File: config.mk
export PLATFORM = sky130hd
export DESIGN_NAME = checkerboard_site_index_core_flat
export DESIGN_NICKNAME = d
export VERILOG_FILES = /design/src/hw/rtl/csi_pkg.sv /design/src/hw/rtl/csi_ifs.sv /design/src/hw/rtl/csi_mod_lane.sv /design/src/hw/rtl/csi_combine.sv /design/src/hw/rtl/checkerboard_site_index_core.sv /design/src/flat_wrapper.sv
export SDC_FILE = /design/constraint.sdc
export NUM_CORES = 2
export LEC_CHECK = 0
export BUFFER_PORTS_ARGS = -buffer_cell sky130_fd_sc_hd__clkbuf_2
export CORE_ASPECT_RATIO = 0.9
export CORE_MARGIN = 8
export CORE_UTILIZATION = 55
export CTS_CLUSTER_SIZE = 12
export DETAILED_ROUTE_END_ITERATION = 10
export PLACE_DENSITY_LB_ADDON = 0.15
export SLEW_MARGIN = 40
export SYNTH_ARGS = -nofsm -noshare
export SYNTH_HDL_FRONTEND = slang
export SYNTH_SLANG_ARGS = --single-unit
export TNS_END_PERCENT = 20
File: constraint.sdc
create_clock -name clk -period 18.24 [get_ports clk]
set_clock_uncertainty 0.2 [all_clocks]
set_input_delay 1.824 -clock clk [delete_from_list [all_inputs] [get_ports clk]]
set_output_delay 1.824 -clock clk [all_outputs]
set_load 0.02 [all_outputs]
File: src/hw/rtl/csi_pkg.sv
// Shared constants and types for the checkerboard site index core.
// No dependencies; every other file of the block imports this package.
package csi_pkg;

    localparam int CSI_COORD_BITS = 12;
    localparam int CSI_SIZE_BITS = 8;
    localparam int CSI_INDEX_BITS = 32;
    localparam int CSI_CFG_INDEX_BITS = 4;

    // Remainder steps done in each stage of the modulo pipeline.
    localparam int CSI_DIV_STEPS = 4;

    // Stages after the modulo pipeline: three multiply stages and the output add.
    localparam int CSI_COMBINE_STAGES = 4;

    localparam int CSI_RESET_SIZE = 8;

    typedef enum logic [CSI_CFG_INDEX_BITS-1:0] {
        CSI_REG_SIZE_X = 4'd0,
        CSI_REG_SIZE_Y = 4'd1,
        CSI_REG_SIZE_Z = 4'd2,
        CSI_REG_SIZE_T = 4'd3
    } csi_reg_t;

    // Pipeline control handed from the top level to the datapath modules.
    typedef struct packed {
        logic advance;
    } csi_ctrl_t;

endpackage

File: src/hw/rtl/csi_ifs.sv
// Channel interfaces of the checkerboard site index core: coordinates in,
// site index out and the configuration write channel. Depends on csi_pkg.
interface csi_coord_if
    import csi_pkg::*;
    #(parameter int COORD_BITS = CSI_COORD_BITS)
    ();
    logic                  valid;
    logic                  ready;
    logic [COORD_BITS-1:0] coord_x;
    logic [COORD_BITS-1:0] coord_y;
    logic [COORD_BITS-1:0] coord_z;
    logic [COORD_BITS-1:0] coord_t;

    modport source (output valid, coord_x, coord_y, coord_z, coord_t, input ready);
    modport sink (input valid, coord_x, coord_y, coord_z, coord_t, output ready);
endinterface

interface csi_index_if
    import csi_pkg::*;
    ();
    logic                      valid;
    logic                      ready;
    logic [CSI_INDEX_BITS-1:0] site_index;

    modport source (output valid, site_index, input ready);
    modport sink (input valid, site_index, output ready);
endinterface

interface csi_cfg_if
    import csi_pkg::*;
    #(parameter int SIZE_BITS = CSI_SIZE_BITS)
    ();
    logic                          valid;
    logic                          ready;
    logic [CSI_CFG_INDEX_BITS-1:0] index;
    logic [SIZE_BITS:0]            data;

    modport source (output valid, index, data, input ready);
    modport sink (input valid, index, data, output ready);
endinterface

File: src/hw/rtl/csi_mod_lane.sv
// One lane of the pipelined modulo unit: restoring remainder, four bits
// per stage. Depends on csi_pkg.
module csi_mod_lane
    import csi_pkg::*;
#(
    parameter int COORD_BITS = CSI_COORD_BITS,
    parameter int SIZE_BITS  = CSI_SIZE_BITS
)
(
    input  logic                  clk,
    input  csi_ctrl_t             ctrl,
    input  logic [COORD_BITS-1:0] dividend,
    input  logic [SIZE_BITS:0]    divisor,
    output logic [SIZE_BITS:0]    remainder
);

    localparam int L      = SIZE_BITS + 1;
    localparam int STAGES = (COORD_BITS + CSI_DIV_STEPS - 1) / CSI_DIV_STEPS;
    localparam int PADW   = STAGES * CSI_DIV_STEPS;
    localparam int SW     = L + PADW;

    // Each stage holds {partial remainder, dividend bits still to shift in}.
    logic [SW-1:0] st_reg [STAGES];
    logic [SW-1:0] st_next [STAGES];

    function automatic logic [SW-1:0] mod_steps(input logic [SW-1:0] st,
                                                input logic [L-1:0] d);
        logic [L-1:0]    rem;
        logic [PADW-1:0] dvd;
        logic [L:0]      trial;
        rem = st[SW-1:PADW];
        dvd = st[PADW-1:0];
        for (int i = 0; i < CSI_DIV_STEPS; i++) begin
            trial = {rem, dvd[PADW-1]};
            if (trial >= {1'b0, d}) begin
                trial = trial - {1'b0, d};
            end
            rem = trial[L-1:0];
            dvd = {dvd[PADW-2:0], 1'b0};
        end
        return {rem, dvd};
    endfunction

    always_comb
    begin
        for (int s = 0; s < STAGES; s++) begin
            if (s == 0) begin
                st_next[s] = mod_steps({{L{1'b0}}, PADW'(dividend)}, divisor);
            end else begin
                st_next[s] = mod_steps(st_reg[s-1], divisor);
            end
        end
    end

    always_ff @(posedge clk)
    begin
        if (ctrl.advance) begin
            for (int s = 0; s < STAGES; s++) begin
                st_reg[s] <= st_next[s];
            end
        end
    end

    // A zero extent gives a zero local coordinate. The user must see that
    // the divisor holds steady while words are in flight (not enforced).
    assign remainder = (divisor == '0) ? '0 : st_reg[STAGES-1][SW-1:PADW];

endmodule

File: src/hw/rtl/csi_combine.sv
// Multiply-add stages that turn the reduced coordinates and parity into the
// checkerboard index. Depends on csi_pkg.
module csi_combine
    import csi_pkg::*;
#(
    parameter int SIZE_BITS = CSI_SIZE_BITS
)
(
    input  logic                      clk,
    input  csi_ctrl_t                 ctrl,
    input  logic [SIZE_BITS:0]        cx,
    input  logic [SIZE_BITS:0]        cy,
    input  logic [SIZE_BITS:0]        cz,
    input  logic [SIZE_BITS:0]        ct,
    input  logic                      parity,
    input  logic [SIZE_BITS-1:0]      hx,
    input  logic [SIZE_BITS:0]        ly,
    input  logic [SIZE_BITS:0]        lz,
    input  logic [SIZE_BITS:0]        lt,
    output logic [CSI_INDEX_BITS-1:0] site_index
);

    localparam int L    = SIZE_BITS + 1;
    localparam int P1W  = 2 * L;
    localparam int S1W  = 2 * L + 1;
    localparam int P2W  = 3 * L + 1;
    localparam int S2W  = 3 * L + 2;
    localparam int LEXW = S2W + SIZE_BITS;
    localparam int VAW  = SIZE_BITS + L;
    localparam int VBW  = 2 * L;
    localparam int VW   = VAW + VBW;
    localparam int W    = CSI_INDEX_BITS;

    logic [P1W-1:0] p1_reg;
    logic [L-1:0]   cx1_reg, cy1_reg, cz1_reg, cx2_reg, cy2_reg;
    logic           par1_reg, par2_reg;
    logic [VAW-1:0] va_reg;
    logic [VBW-1:0] vb_reg;
    logic [P2W-1:0] p2_reg;
    logic [W-1:0]   vol_reg;
    logic [W-1:0]   prod_reg;
    logic [W-1:0]   off_reg;
    logic [W-1:0]   site_reg;

    logic [S1W-1:0]  s1;
    logic [S2W-1:0]  s2;
    logic [LEXW-1:0] lex_prod;
    logic [VW-1:0]   vol_full;

    assign s1       = S1W'(p1_reg) + S1W'(cz1_reg);
    assign s2       = S2W'(p2_reg) + S2W'(cy2_reg);
    assign lex_prod = LEXW'(hx) * LEXW'(s2);
    assign vol_full = VW'(va_reg) * VW'(vb_reg);

    always_ff @(posedge clk)
    begin
        if (ctrl.advance) begin
            p1_reg   <= P1W'(lz) * P1W'(ct);
            va_reg   <= VAW'(hx) * VAW'(ly);
            vb_reg   <= VBW'(lz) * VBW'(lt);
            cx1_reg  <= cx;
            cy1_reg  <= cy;
            cz1_reg  <= cz;
            par1_reg <= parity;

            p2_reg   <= P2W'(ly) * P2W'(s1);
            vol_reg  <= W'(vol_full);
            cx2_reg  <= cx1_reg;
            cy2_reg  <= cy1_reg;
            par2_reg <= par1_reg;

            prod_reg <= W'(lex_prod);
            off_reg  <= (par2_reg ? vol_reg : '0) + W'(cx2_reg);

            site_reg <= prod_reg + off_reg;
        end
    end

    assign site_index = site_reg;

endmodule

File: src/hw/rtl/checkerboard_site_index_core.sv
// Top level of the checkerboard site index core: configuration registers,
// valid pipeline and four modulo lanes feeding the combine stages.
// Depends on csi_pkg, csi_ifs, csi_mod_lane and csi_combine.

// One 4-D coordinate word enters per cycle while the output is not stalled,
// and passes ceil(COORD_BITS/4) + 4 register stages before its checkerboard
// site index is offered: the modulo lanes retire four remainder bits per
// stage, then three multiply stages and an output add follow. Throughput is
// one word per cycle; a stall on the output freezes the whole pipeline. The
// local sizes must be written by the user through the configuration channel
// only while no word is in flight; the block itself does not enforce this.
module checkerboard_site_index_core
    import csi_pkg::*;
#(
    parameter int COORD_BITS = CSI_COORD_BITS,
    parameter int SIZE_BITS  = CSI_SIZE_BITS
)
(
    input logic         clk,
    input logic         rst_n,
    csi_coord_if.sink   coord,
    csi_index_if.source site,
    csi_cfg_if.sink     cfg
);

    localparam int L          = SIZE_BITS + 1;
    localparam int DIV_STAGES = (COORD_BITS + CSI_DIV_STEPS - 1) / CSI_DIV_STEPS;
    localparam int LAT        = DIV_STAGES + CSI_COMBINE_STAGES;

    logic [L-1:0] size_x_reg, size_y_reg, size_z_reg, size_t_reg;
    logic [LAT-1:0]        vld_reg;
    logic [DIV_STAGES-1:0] par_reg;
    csi_ctrl_t             ctrl;
    logic [L-1:0]          cx, cy, cz, ct;
    logic [SIZE_BITS-1:0]  hx;

    assign cfg.ready    = 1'b1;
    assign ctrl.advance = !vld_reg[LAT-1] || site.ready;
    assign coord.ready  = ctrl.advance;
    assign site.valid   = vld_reg[LAT-1];
    assign hx           = size_x_reg[L-1:1];

    always_ff @(posedge clk or negedge rst_n)
    begin
        if (!rst_n) begin
            size_x_reg <= L'(CSI_RESET_SIZE);
            size_y_reg <= L'(CSI_RESET_SIZE);
            size_z_reg <= L'(CSI_RESET_SIZE);
            size_t_reg <= L'(CSI_RESET_SIZE);
        end else if (cfg.valid) begin
            unique case (cfg.index)
                CSI_REG_SIZE_X: size_x_reg <= cfg.data;
                CSI_REG_SIZE_Y: size_y_reg <= cfg.data;
                CSI_REG_SIZE_Z: size_z_reg <= cfg.data;
                CSI_REG_SIZE_T: size_t_reg <= cfg.data;
                default: ;
            endcase
        end
    end

    always_ff @(posedge clk or negedge rst_n)
    begin
        if (!rst_n) begin
            vld_reg <= '0;
        end else if (ctrl.advance) begin
            vld_reg <= {vld_reg[LAT-2:0], coord.valid};
        end
    end

    // Parity rides alongside the modulo lanes.
    always_ff @(posedge clk)
    begin
        if (ctrl.advance) begin
            par_reg[0] <= coord.coord_x[0] ^ coord.coord_y[0]
                        ^ coord.coord_z[0] ^ coord.coord_t[0];
            for (int s = 1; s < DIV_STAGES; s++) begin
                par_reg[s] <= par_reg[s-1];
            end
        end
    end

    csi_mod_lane #(.COORD_BITS(COORD_BITS), .SIZE_BITS(SIZE_BITS)) u_mod_x (
        .clk(clk), .ctrl(ctrl),
        .dividend(coord.coord_x >> 1), .divisor(L'(hx)), .remainder(cx)
    );

    csi_mod_lane #(.COORD_BITS(COORD_BITS), .SIZE_BITS(SIZE_BITS)) u_mod_y (
        .clk(clk), .ctrl(ctrl),
        .dividend(coord.coord_y), .divisor(size_y_reg), .remainder(cy)
    );

    csi_mod_lane #(.COORD_BITS(COORD_BITS), .SIZE_BITS(SIZE_BITS)) u_mod_z (
        .clk(clk), .ctrl(ctrl),
        .dividend(coord.coord_z), .divisor(size_z_reg), .remainder(cz)
    );

    csi_mod_lane #(.COORD_BITS(COORD_BITS), .SIZE_BITS(SIZE_BITS)) u_mod_t (
        .clk(clk), .ctrl(ctrl),
        .dividend(coord.coord_t), .divisor(size_t_reg), .remainder(ct)
    );

    csi_combine #(.SIZE_BITS(SIZE_BITS)) u_combine (
        .clk(clk), .ctrl(ctrl),
        .cx(cx), .cy(cy), .cz(cz), .ct(ct), .parity(par_reg[DIV_STAGES-1]),
        .hx(hx), .ly(size_y_reg), .lz(size_z_reg), .lt(size_t_reg),
        .site_index(site.site_index)
    );

`ifndef SYNTHESIS
    a_stall_blocks_input: assert property (@(posedge clk) disable iff (!rst_n)
        site.valid && !site.ready |-> !coord.ready)
        else $error("input accepted while the output word is stalled");

    a_empty_output_takes_input: assert property (@(posedge clk) disable iff (!rst_n)
        !site.valid |-> coord.ready)
        else $error("input refused with an empty output stage");

    a_accept_enters_pipe: assert property (@(posedge clk) disable iff (!rst_n)
        coord.valid && coord.ready |=> vld_reg[0])
        else $error("accepted word did not enter the pipeline");

    a_cfg_write_x: assert property (@(posedge clk) disable iff (!rst_n)
        cfg.valid && cfg.index == CSI_REG_SIZE_X |=> size_x_reg == $past(cfg.data))
        else $error("x size register not updated by its write");
`endif

endmodule
File: src/flat_wrapper.sv
// flat-port wrapper written by rule: the top's interface ports become plain ports
module checkerboard_site_index_core_flat import csi_pkg::*;
#(
    parameter int COORD_BITS = CSI_COORD_BITS,
    parameter int SIZE_BITS  = CSI_SIZE_BITS
)
  (clk, rst_n, coord_valid, coord_coord_x, coord_coord_y, coord_coord_z, coord_coord_t, coord_ready, site_valid, site_site_index, site_ready, cfg_valid, cfg_index, cfg_data, cfg_ready);
  csi_coord_if #(.COORD_BITS(COORD_BITS)) coord_i ();
  csi_index_if site_i ();
  csi_cfg_if #(.SIZE_BITS(SIZE_BITS)) cfg_i ();
  input logic clk;
  input logic rst_n;
  input wire logic [$bits(coord_i.valid)-1:0] coord_valid;
  input wire logic [$bits(coord_i.coord_x)-1:0] coord_coord_x;
  input wire logic [$bits(coord_i.coord_y)-1:0] coord_coord_y;
  input wire logic [$bits(coord_i.coord_z)-1:0] coord_coord_z;
  input wire logic [$bits(coord_i.coord_t)-1:0] coord_coord_t;
  output wire logic [$bits(coord_i.ready)-1:0] coord_ready;
  output wire logic [$bits(site_i.valid)-1:0] site_valid;
  output wire logic [$bits(site_i.site_index)-1:0] site_site_index;
  input wire logic [$bits(site_i.ready)-1:0] site_ready;
  input wire logic [$bits(cfg_i.valid)-1:0] cfg_valid;
  input wire logic [$bits(cfg_i.index)-1:0] cfg_index;
  input wire logic [$bits(cfg_i.data)-1:0] cfg_data;
  output wire logic [$bits(cfg_i.ready)-1:0] cfg_ready;
  assign coord_i.valid = coord_valid;
  assign coord_i.coord_x = coord_coord_x;
  assign coord_i.coord_y = coord_coord_y;
  assign coord_i.coord_z = coord_coord_z;
  assign coord_i.coord_t = coord_coord_t;
  assign coord_ready = coord_i.ready;
  assign site_valid = site_i.valid;
  assign site_site_index = site_i.site_index;
  assign site_i.ready = site_ready;
  assign cfg_i.valid = cfg_valid;
  assign cfg_i.index = cfg_index;
  assign cfg_i.data = cfg_data;
  assign cfg_ready = cfg_i.ready;
  checkerboard_site_index_core #(.COORD_BITS(COORD_BITS), .SIZE_BITS(SIZE_BITS)) u_core (.clk(clk), .rst_n(rst_n), .coord(coord_i), .site(site_i), .cfg(cfg_i));
endmodule
==> results.toml <==
[timing]
min_period_ns = 10.91
hold_viol = 0
worst_pin_slew_ns = 0.887
post-route-period-util = 0.598
rsz0062_at_grt = "false"
fmax_ghz = 0.0917
relSlewSlack = 0.406
finalMaxSlewViolations = 0
fin_setup_tns_ns = 0
finalSetupViolations = 0

[logic_synthesis]
yosysMostFrequentCell = "inv_1"
synth.area.top_cells = "fa_1 22%, edfxtp_1 19%, ha_1 14%"
synth_mux_area_frac = 0.0459
synth_nets = 8394
synth_top_family_by_area = "adder cells"
yosys.area_share.simple = 0.146
seq_area_frac_synth = 0.208
ys.flop_type = "edfxtp_1"
netlist.area_leader.share = 0.215
synthXorXnorAreaFrac = 0.0650
synth_compound_gate_area_share = 0.112
synth-edff-count = 415
syn_inst = 6883
async_flop_share = 0.0919
synth_area_leader_cell = "fa_1"
synth.cells.most_frequent = "936 x inv_1, 774 x nand2_1, 744 x ha_1"
ys_seq_elements = 457
synth.distinct_cells = 102
netlist_area_mm2 = 0.0651
synth_fa_ha_area_frac = 0.358
avgSynthCellArea_um2 = 9.46
ys.warnings.count = 0

[final_layout]
diodes = 0
n_fill_cell = 10300
seq_area_mm2 = 0.0135
final_util = 0.593
multiInputGateArea_mm2 = 0.0475
fin_nets = 8450
area_growth_pct = 6.83
postLayoutCellArea_mm2 = 0.0696
drive_gt1_frac = 0.0766

[route]
wl_mm = 158
postRouteAntennaNets = 0
viasPerCell = 5.64
routedWlPerCell_um = 18.4
vias = 48300
drtIter0Drc = 3099
dr.pass1.iters = 6
drc = 0

[global_route]
antenna_found_initial = 1
grt_pass1_vias = 49000
grt_max_degree = 110
grt.overflow.total = 0
grt_pass1_wl_mm = 258
grt_usage = 0.243

[worst_setup_path]
cp_top_family = "compound AO/OA/AOI/OAI gates"
critical-path-max-stage-delay_ns = 0.86
slowest_stage = "dfrtp_1"
reg2reg_from = "u_core.size_z_reg[1]$_DFFE_PN0P_"
critPathRequiredTime_ns = 18.45
r2r-end = "u_core.u_mod_z.st_reg[1][11]$_DFFE_PP_"
endpoint_kind = "register"
cp_max_fo = 22
critPathBufInv = 2
cp.arrival_ns = 11.11
cp-start-kind = "register"
rrSetupSlack_ns = 7.33
worstSetupPathType = "reg -> reg"
ff2ff_path_depth = 32

[floorplan]
dieWidth_um = 379
coreArea_mm2 = 0.117
pin_count = 101
die_h_um = 342
start_util = 0.555
num_rows = 119
die_area_mm2 = 0.130

[clock_tree]
htreeDepth = 2
cts_buffers = 55
cts.path.max_buffers = 3
cts.sinks = 457
cts_resized = 0
ctsRootBufferMaster = "clkbuf_16"
clkLatencyLatePin_ns = 0.67
cts_tree = "done"
cts_setup_buffers = 0
cts_hold_buf = 0
path_clk_slew_ns = 0.07

[outcome]
outcome = "complete, no violations"

[placement]
gp_congestion = 0.904
dp_hpwl_mm = 123
detailed_place.area_mm2 = 0.0676
port_buffers = 99

[hold_path]
hold_class = "reg -> reg"
whs_path_depth = 0
hp-start = "u_core.u_mod_z.st_reg[0][3]$_DFFE_PP_"
holdPathEnd = "u_core.u_mod_z.st_reg[1][7]$_DFFE_PP_"

[flow_run]
cap_violations = 0
==> worst register-to-register path: cells and delay by family, from the launching register on <==
kind                       cells  cell delay, ns
AOI/OAI and AO/OA             17            4.70
adders and majority gates      4            1.78
and+or+nand+nor                6            1.46
muxes                          3            1.08
DFF                            1            0.86
buffers and inverters          2            0.56
==> layout by cell type, fill, tap and decap left out, types with 85 or more instances in the layout <==
| cell | synthesis | final |
|---|---|---|
| ha_1 | 744 | 744 |
| a21o_1 | 197 | 197 |
| inv_1 | 936 | 936 |
| nor2_1 | 336 | 333 |
| and2_1 | 305 | 305 |
| nand2_1 | 774 | 774 |
| nor2b_1 | 116 | 116 |
| nand4_1 | 85 | 85 |
| xnor2_1 | 317 | 309 |
| mux2_2 | 188 | 188 |
| edfxtp_1 | 415 | 415 |
| o21ai_0 | 212 | 212 |
| fa_1 | 701 | 701 |
| clkbuf_2 | 0 | 99 |
| a21oi_1 | 371 | 369 |
| xor2_1 | 164 | 163 |
| o21bai_1 | 91 | 91 |
==> layout make-up <==
type,instances,area share
clock inverter,34,0.00530
inverter,940,0.0507
multi-input combinational,5305,0.683
tap,1573,0.0283
sequential,457,0.194
timing repair buffer,180,0.0167
clock buffer,67,0.0216
==> metal layers <==
metal / vias to the layer above / global-route usage / wire, um
li1: 23200 / - / -
met1: 23700 / 0.337 / 72400
met2: 1171 / 0.409 / 74200
met3: 191 / 0.0293 / 7770
met4: 0 / 0.0531 / 3320
met5: - / 0 / 0
==> stage by stage <==
step,hold WS (ns),std cells,setup WS [ns]
final,0.205,8556,7.33
after global placement,0.201,8449,7.57
after floorplan,0.200,6883,2.74
after detailed placement,0.205,8450,7.36
after CTS,0.205,8551,7.32
after global routing,0.220,8556,6.63
==> cells by family after synthesis <==
kind of cell             Yosys count
AO/OA/AOI/OAI                   1143
XOR/XNOR                         482
adder cells (fa/ha/maj)         1445
buffers and inverters           1121
flip-flops                       457
multiplexers                     267
other                              1
AND/OR/NAND/NOR                 1967
==> worst max path at each step <==
| stage | start | to | cells after the start |
|---|---|---|---|
| floorplan | site_ready | coord_ready | 2 |
| global placement | u_core.size_x_reg[2]$_DFFE_PN0P_ | u_core.u_mod_x.st_reg[2][9]$_DFFE_PP_ | 33 |
| detailed placement | u_core.size_z_reg[1]$_DFFE_PN0P_ | u_core.u_mod_z.st_reg[1][13]$_DFFE_PP_ | 32 |
| CTS | u_core.size_z_reg[1]$_DFFE_PN0P_ | u_core.u_mod_z.st_reg[1][13]$_DFFE_PP_ | 32 |
| global route | u_core.size_z_reg[1]$_DFFE_PN0P_ | u_core.u_mod_z.st_reg[1][10]$_DFFE_PP_ | 32 |
| finish | u_core.size_z_reg[1]$_DFFE_PN0P_ | u_core.u_mod_z.st_reg[1][11]$_DFFE_PP_ | 32 |
Power is left out: the tool's default activity adds up to more than one toggle a clock period on the data nets, which glitch-free logic cannot reach.
